[src/rtl/ilb_pkg.sv]
// Shared types and codes for the indexed list buffer.
package ilb_pkg;

  localparam int WORD_W  = 32;
  localparam int POS_W   = 6;
  localparam int OP_W    = 3;
  localparam int COUNT_W = 7;
  localparam int STAT_W  = 2;

  localparam logic [OP_W-1:0] OP_APPEND = 3'd0;
  localparam logic [OP_W-1:0] OP_POP    = 3'd1;
  localparam logic [OP_W-1:0] OP_INSERT = 3'd2;
  localparam logic [OP_W-1:0] OP_ERASE  = 3'd3;
  localparam logic [OP_W-1:0] OP_READ   = 3'd4;

  localparam logic [STAT_W-1:0] ST_OK     = 2'd0;
  localparam logic [STAT_W-1:0] ST_EMPTY  = 2'd1;
  localparam logic [STAT_W-1:0] ST_FULL   = 2'd2;
  localparam logic [STAT_W-1:0] ST_BADPOS = 2'd3;

  localparam logic signed [WORD_W-1:0] NEG_ONE = -32'sd1;

  typedef enum logic [1:0] {
    MD_HOLD,
    MD_INSERT,
    MD_ERASE
  } ilb_mode_t;

  typedef struct packed {
    ilb_mode_t mode;
    logic      load;
    logic      shift;
  } ilb_ctrl_t;

  typedef struct packed {
    logic [OP_W-1:0]          op;
    logic [POS_W-1:0]         position;
    logic signed [WORD_W-1:0] value;
  } ilb_in_t;

  typedef struct packed {
    logic signed [WORD_W-1:0] read_value;
    logic [COUNT_W-1:0]       count;
    logic signed [WORD_W-1:0] front_value;
    logic signed [WORD_W-1:0] back_value;
    logic [STAT_W-1:0]        status;
  } ilb_out_t;

endpackage

[src/rtl/ilb_cell.sv]
// One storage cell of the list chain, with its two readout shift stages.
module ilb_cell #(
  parameter int IDX_W = 6,
  parameter int IDX   = 0
) (
  input  logic                          clk,
  input  ilb_pkg::ilb_ctrl_t            ctrl,
  input  logic [IDX_W-1:0]              pos,
  input  logic [ilb_pkg::WORD_W-1:0]    value,
  input  logic [ilb_pkg::WORD_W-1:0]    lower,
  input  logic [ilb_pkg::WORD_W-1:0]    upper,
  input  logic [IDX_W-1:0]              rd_idx,
  input  logic [IDX_W-1:0]              bk_idx,
  input  logic [ilb_pkg::WORD_W-1:0]    rd_up,
  input  logic [ilb_pkg::WORD_W-1:0]    bk_up,
  output logic [ilb_pkg::WORD_W-1:0]    data,
  output logic [ilb_pkg::WORD_W-1:0]    rd_car,
  output logic [ilb_pkg::WORD_W-1:0]    bk_car
);

  localparam logic [IDX_W-1:0] MY_IDX = IDX_W'(IDX);

  logic [ilb_pkg::WORD_W-1:0] data_r, data_nxt;
  logic [ilb_pkg::WORD_W-1:0] rd_car_r, rd_car_nxt;
  logic [ilb_pkg::WORD_W-1:0] bk_car_r, bk_car_nxt;

  always_comb begin
    data_nxt = data_r;
    unique case (ctrl.mode)
      ilb_pkg::MD_INSERT: begin
        if (MY_IDX == pos) begin
          data_nxt = value;
        end else if (MY_IDX > pos) begin
          data_nxt = lower;
        end
      end
      ilb_pkg::MD_ERASE: begin
        if (MY_IDX >= pos) begin
          data_nxt = upper;
        end
      end
      default: begin
        data_nxt = data_r;
      end
    endcase
  end

  // The bottom cell collects the single selected word; the others pass it down.
  always_comb begin
    rd_car_nxt = rd_car_r;
    bk_car_nxt = bk_car_r;
    if (ctrl.load) begin
      rd_car_nxt = (MY_IDX == rd_idx) ? data_r : '0;
      bk_car_nxt = (MY_IDX == bk_idx) ? data_r : '0;
    end else if (ctrl.shift) begin
      rd_car_nxt = (IDX == 0) ? (rd_car_r | rd_up) : rd_up;
      bk_car_nxt = (IDX == 0) ? (bk_car_r | bk_up) : bk_up;
    end
  end

  always_ff @(posedge clk) begin
    data_r   <= data_nxt;
    rd_car_r <= rd_car_nxt;
    bk_car_r <= bk_car_nxt;
  end

  assign data   = data_r;
  assign rd_car = rd_car_r;
  assign bk_car = bk_car_r;

endmodule

[config.mk]
export PLATFORM = sky130hd
export DESIGN_NAME = ilb_cell
export DESIGN_NICKNAME = d
export VERILOG_FILES = /design/src/rtl/ilb_pkg.sv /design/src/rtl/ilb_cell.sv
export SDC_FILE = /design/constraint.sdc
export NUM_CORES = 1
export LEC_CHECK = 0
export BUFFER_PORTS_ARGS = -buffer_cell sky130_fd_sc_hd__buf_2
export CAP_MARGIN = 25
export CORE_AREA = 2 2 107 109
export CTS_BUF_LIST = sky130_fd_sc_hd__clkbuf_4 sky130_fd_sc_hd__clkbuf_8
export CTS_CLUSTER_DIAMETER = 120
export DETAILED_ROUTE_END_ITERATION = 10
export DIE_AREA = 0 0 109 111
export PLACE_DENSITY = 0.86
export SLEW_MARGIN = 25
export SYNTH_ARGS = -nofsm -noshare
export SYNTH_HDL_FRONTEND = slang
export SYNTH_SLANG_ARGS = --single-unit
[constraint.sdc]
create_clock -name clk -period 5.6 [get_ports clk]
set_input_delay 1.68 -clock clk [delete_from_list [all_inputs] [get_ports clk]]
set_output_delay 1.68 -clock clk [all_outputs]
set_load 0.02 [all_outputs]
==> results.sh, run 1 <==
export IMPL_outcome="complete, no violations"
export IMPL_cp_slowest_cell="or4_4"
export IMPL_crit_fanout=33
export IMPL_path_buf_inv=2
export IMPL_path_cells="buf_2 > or4_4 > nor3_2 > buf_4"
export IMPL_clock_skew_ns=0.007433
export IMPL_setup_tns_ns=0
export IMPL_synthXorXnorAreaFrac_pct=0.1927
export IMPL_synth_top_family_by_area="compound AO/OA/AOI/OAI gates"
export IMPL_rrSetupSlack_ns=4.61
export IMPL_syn_nets=617
export IMPL_hold_class="reg -> reg"
export IMPL_period_minus_slack_ns=3.154
export IMPL_ios=279
export IMPL_max_cap_violations=0
export IMPL_cts_resized=0
export IMPL_antenna_cells=0
export IMPL_cts_tree="done"
export IMPL_yosys_area_top_type_share_pct=63.42
export IMPL_finalSetupViolCount=0
export IMPL_synthTopCellsByCount="99 x nor2_1, 96 x edfxtp_1, 64 x o22ai_1"
export IMPL_grt_setup_unrepaired="no"
export IMPL_cts_setup_buffers=0
export IMPL_total_power_w=0.001601
export IMPL_worstSkewPairLatency_ns=0.36
export IMPL_start_util_pct=41.04
export IMPL_stdcell_area_mm2=0.006211
export IMPL_cts_root_buf="clkbuf_8"
export IMPL_layout_drive_gt1_share_pct=44.05
export IMPL_yosysMostFrequentCell="nor2_1"
export IMPL_num_vias=4555
export IMPL_synthCells=434
export IMPL_syn_area_mm2=0.004546
export IMPL_slew_viol_final=0
export IMPL_end_kind="register"
export IMPL_syn2layout_area_growth_pct=36.64
export IMPL_yosys_warnings=0
export IMPL_r2r_start="data[15]"
export IMPL_worst_r2r_path_depth=2
export IMPL_synth_compound_area_share_pct=16.82
export IMPL_cp_depth=4
export IMPL_vias_per_cell=5.423
export IMPL_max_slew_margin_rel_pct=41.03
export IMPL_worstSetupStartpointType="input pin"
export IMPL_dr_pass1_iters=7
export IMPL_ys_seq_elements=96
export IMPL_io_buffers=278
export IMPL_grt_max_degree=94
export IMPL_cts_sinks=96
export IMPL_power_density_mw_per_mm2=257.8
export IMPL_synth_distinct_cells=20
export IMPL_routabilityCongestion=0.9112
export IMPL_hold_worst_slack_ns=0.6279
export IMPL_worst_pin_slew_ns=0.8846
export IMPL_core_area_mm2=0.01108
export IMPL_max_vdd_ir_drop_v=0.0001232
export IMPL_overflow=0
export IMPL_crit_path_start="pos[5]"
export IMPL_drt_iter0_drc=300
export IMPL_layout_setup_ws_ns=2.446
export IMPL_synth_avg_cell_area_um2=10.47
export IMPL_worst_ep_arrival_time_ns=3.17
export IMPL_r2r_end="bk_car[15]"
export IMPL_min_period_over_period_pct=56.32
export IMPL_cp_top_family="simple AND/OR/NAND/NOR gates"
export IMPL_max_freq_ghz=0.3171
export IMPL_drc_errors=0
export IMPL_h_tree_depth=3
export IMPL_crit_path_end="data[4]"
export IMPL_synthSimpleGateAreaFrac_pct=16.02
export IMPL_slowest_delay_ns=0.73
export IMPL_yosysTopAreaCell="edfxtp_1"
export IMPL_die_h_um=111
export IMPL_antenna_found_initial=0
export IMPL_cp_required_ns=5.61
export IMPL_postRouteAntennaNets=0
export IMPL_power_leakage_nw=2.657
export IMPL_dieArea_mm2=0.01210
export IMPL_grtUsageTotal_pct=23.58
export IMPL_dpl_hpwl_um=10810
export IMPL_finalHoldViolCount=0
export IMPL_synthTopCellsByArea="edfxtp_1 63%, o22ai_1 8.8%, nor2_1 8.2%, a31oi_1 4.4%, nand3_1 3.5%"
export IMPL_cts_made_buffers=9
export IMPL_rows=39
export IMPL_place_ws_ns=2.075
export IMPL_grt_pass1_vias=4295
export IMPL_nNetsFinal=875
export IMPL_cts_buffer_depth=2
export IMPL_ys_seq_area_share_pct=63.42
export IMPL_synth_edf_count=96
export IMPL_synthArstFlopShare_pct=0
export IMPL_synth_mux_area_share_pct=0
export IMPL_ys_flop_type="edfxtp_1"
export IMPL_clk_pin_slew_ns=0.09
export IMPL_die_x_um=109
export IMPL_critPathKind="in -> reg"
export IMPL_synth_adder_area_share_pct=0
export IMPL_holdBufCountCts=0
export IMPL_grt_first_pass_wirelength_um=21850
export IMPL_wl_um=14330
export IMPL_dpl_cell_area_mm2=0.006012
export IMPL_wl_per_cell_um=17.06
## worst register-to-register path, stage by stage, from the launching register on
cell and delay (ns):
edfxtp_1 0.45, nand2_1 0.16, o22ai_1 0.11
## layout make-up
type	instances	area, um2
Clock inverter	4	45.04
Sequential cell	96	2883
Timing Repair Buffer	283	1429
Multi-Input combinational cell	302	1529
Tap cell	143	178.9
Clock buffer	12	146.4
Fill cell	995	4866
## how the worst min path moves through the flow
| stage | end | slack (ns) | depth (start not counted) | startpoint |
|---|---|---|---|---|
| finish | bk_car[26] | 0.63 | 2 | bk_car[26] |
| floorplan | bk_car[0] | 0.72 | 2 | bk_car[0] |
| detailed placement | bk_car[27] | 0.60 | 2 | bk_car[27] |
| global route | bk_car[24] | 0.66 | 2 | bk_car[24] |
| global placement | rd_car[31] | 0.59 | 2 | rd_car[31] |
| CTS | bk_car[27] | 0.63 | 2 | bk_car[27] |
## sequential cells by signal (all words and copies together), names as in the netlist
register  flops
data         32
rd_car       32
bk_car       32
## kinds of logic (layout without fill, tap and decap cells)
kind of cell / after synthesis / count (layout)
AO/OA/AOI/OAI: 128 / 128
XOR/XNOR: 1 / 1
buffers and inverters: 36 / 299
flip-flops: 96 / 96
AND/OR/NAND/NOR: 173 / 173
## per-stage QoR
stage / std cells / utilization, %
finish: 840 / 56.07
global route: 840 / 56.07
CTS: 840 / 56.00
detailed placement: 824 / 54.28
global placement: 824 / 54.19
floorplan: 434 / -
## routing by layer
metal	vias up	routed length [um]	GRT usage (%)
li1	2158	-	-
met1	2121	5932	32.73
met5	-	0	0
met3	23	1104	3.351
met4	0	272	8.205
met2	253	7018	37.68
## where the power goes
| group | switching, W | internal [W] | total (W) |
|---|---|---|---|
| registers | 0.0000246 | 0.000846 | 0.000871 |
| clock network | 0.000230 | 0.000219 | 0.000449 |
| logic | 0.000167 | 0.000113 | 0.000281 |
| total | 0.000422 | 0.00118 | 0.00160 |
## cell usage in the layout (no fill, tap or decap), types with 2 or more instances in the layout
| master | n |
|---|---|
| a31oi_1 | 32 |
| buf_2 | 278 |
| buf_4 | 5 |
| clkbuf_4 | 3 |
| clkbuf_8 | 9 |
| clkinv_1 | 2 |
| edfxtp_1 | 96 |
| nand2_1 | 32 |
| nand2_2 | 2 |
| nand3_1 | 32 |
| nor2_1 | 98 |
| nor4_1 | 2 |
| o21ai_0 | 3 |
| o21ai_1 | 28 |
| o22ai_1 | 64 |
No activity file was read; power rests on OpenSTA's default activity.
==> run 2: changes to the inputs <==
- CORE_AREA: 2 2 107 109 -> not set
- CORE_MARGIN: not set -> 2
- CORE_UTILIZATION: not set -> 40
- DIE_AREA: 0 0 109 111 -> not set
- clock period: 5.6 -> 2.6 ns (I/O delays scaled with it)
==> run 2 against run 1 <==
Against the previous run:
- clock power grew to 2.7 times the previous value
- flip-flop and latch count is the same
- sequential power grew 110%
- largest power group unchanged
==> results.sh, run 2 (same netlist as run 1, synthesis figures left out) <==
export IMPL_outcome="complete, no violations"
export IMPL_syn2layout_area_growth_pct=39.44
export IMPL_cts_setup_buffers=0
export IMPL_cts_resized=0
export IMPL_layout_common_cells="278 x buf_2, 98 x nor2_1, 96 x edfxtp_1"
export IMPL_cts_tree="done"
export IMPL_io_buffers=278
export IMPL_core_area_mm2=0.01098
export IMPL_cts_root_buf="clkbuf_8"
export IMPL_rows=38
export IMPL_comb_power_share_pct=16.6
export IMPL_path_buf_inv=2
export IMPL_dieArea_mm2=0.01223
export IMPL_finalHoldViolCount=0
export IMPL_path_cells="buf_2 > or4_4 > buf_12 > o21ai_0 > a31oi_1"
export IMPL_worstSkewPairLatency_ns=0.36
export IMPL_seq_power_share_pct=50.8
export IMPL_cts_made_buffers=9
export IMPL_max_vdd_ir_drop_v=0.0003214
export IMPL_final_common_cell="buf_2"
export IMPL_cts_sinks=96
export IMPL_max_slew_margin_rel_pct=44.54
export IMPL_wl_um=14490
export IMPL_finalSetupViolCount=0
export IMPL_power_density_mw_per_mm2=582.7
export IMPL_clock_skew_ns=0.01585
export IMPL_grt_max_degree=97
export IMPL_postRouteAntennaNets=0
export IMPL_cp_top_family="simple AND/OR/NAND/NOR gates"
export IMPL_hold_class="reg -> reg"
export IMPL_p_switching_w=0.0009620
export IMPL_max_cap_violations=0
export IMPL_slowest_delay_ns=0.66
export IMPL_routabilityCongestion=0.8682
export IMPL_critPathKind="in -> reg"
export IMPL_start_util_pct=41.39
export IMPL_grt_pass1_vias=4301
export IMPL_p_int_w=0.002731
export IMPL_dr_pass1_iters=5
export IMPL_max_freq_ghz=0.5116
export IMPL_cts_buffer_depth=2
export IMPL_nNetsFinal=880
export IMPL_cp_required_ns=2.69
export IMPL_antenna_cells=0
export IMPL_p_sw_share_pct=26.05
export IMPL_crit_fanout=20
export IMPL_holdBufCountCts=0
export IMPL_worst_pin_slew_ns=0.8318
export IMPL_vias_per_cell=5.344
export IMPL_dpl_hpwl_um=10830
export IMPL_hold_worst_slack_ns=0.6273
export IMPL_power_leakage_nw=2.721
export IMPL_stdcell_area_mm2=0.006339
export IMPL_slew_viol_final=0
export IMPL_period_minus_slack_ns=1.955
export IMPL_antenna_found_initial=0
export IMPL_cp_slowest_cell="or4_4"
export IMPL_end_kind="register"
export IMPL_grt_first_pass_wirelength_um=22180
export IMPL_min_period_over_period_pct=75.19
export IMPL_dpl_cell_area_mm2=0.006092
export IMPL_pwr_share_clk_pct=32.7
export IMPL_drc_errors=0
export IMPL_die_x_um=110.6
export IMPL_layout_drive_gt1_share_pct=44.44
export IMPL_num_vias=4500
export IMPL_fillers=967
export IMPL_ios=279
export IMPL_grt_setup_unrepaired="no"
export IMPL_worstSetupStartpointType="input pin"
export IMPL_overflow=0
export IMPL_wl_per_cell_um=17.21
export IMPL_drt_iter0_drc=373
export IMPL_setup_tns_ns=0
export IMPL_die_h_um=110.6
export IMPL_h_tree_depth=3
export IMPL_clk_pin_slew_ns=0.09
export IMPL_worst_ep_arrival_time_ns=2.04
export IMPL_grtUsageTotal_pct=22.80
run 2: cell count changes in the layout (fill, tap and decap cells not counted), moves of 2 or more:
cell / change
clkbuf_4: -2
nand2_2: -2
clkinv_1: -2
bufinv_16: +2
inv_6: +2
buf_12: +4
nand2_1: +2
run 2: path summary, 6_finish.rpt:
kind	from	to	slack, ns	cells past startpoint
setup / recovery	pos[5]	data[1]	0.65	5
hold / removal	bk_car[20]	bk_car[20]	0.63	2
setup reg to reg	data[3]	bk_car[3]	1.63	2
hold reg to reg	bk_car[20]	bk_car[20]	0.63	2
run 2: power by group through the flow:
stage / sequential, W / combinational, W / clock (W)
after floorplan: 0.00202 / 0.000203 / 0
after global placement: 0.00190 / 0.000596 / 0
after detailed placement: 0.00191 / 0.000610 / 0
after CTS: 0.00187 / 0.000612 / 0.00123
after global routing: 0.00189 / 0.000663 / 0.00128
final: 0.00187 / 0.000612 / 0.00121
run 2: worst register-to-register path: stages (launching register included):
cell and delay [ns]:
edfxtp_1 0.43, nand2_1 0.17, o22ai_1 0.11
run 2: cell type report:
type | count | area [um2] | area share [%]
sequential | 96 | 2883 | 45.48
multi-input combinational | 302 | 1518 | 23.94
clock inverter | 6 | 115.1 | 1.816
tap | 140 | 175.2 | 2.764
clock buffer | 10 | 131.4 | 2.073
timing repair buffer | 288 | 1516 | 23.92
run 2: per-stage QoR:
stage | cells | util (%) | setup slack (ns) | power [W]
3_5_place_dp | 826 | 55.47 | 0.2653 | 0.002519
6_report | 842 | 57.71 | 0.6452 | 0.003693
4_1_cts | 842 | 57.71 | 0.6561 | 0.003713
5_1_grt | 842 | 57.71 | 0.6076 | 0.003831
2_1_floorplan | 434 | - | -0.09876 | 0.002227
3_3_place_gp | 826 | 55.47 | 0.3041 | 0.002500
run 2: layer usage:
layer | routed length [um] | share of wire, % | GRT usage [%] | vias up
met4 | 367 | 2.5 | 8.500 | 0
li1 | - | - | - | 2162
met1 | 5962 | 41 | 30.63 | 2054
met2 | 7189 | 50 | 37.87 | 250
met5 | 0 | 0 | 0 | -
met3 | 972 | 6.7 | 3.019 | 34
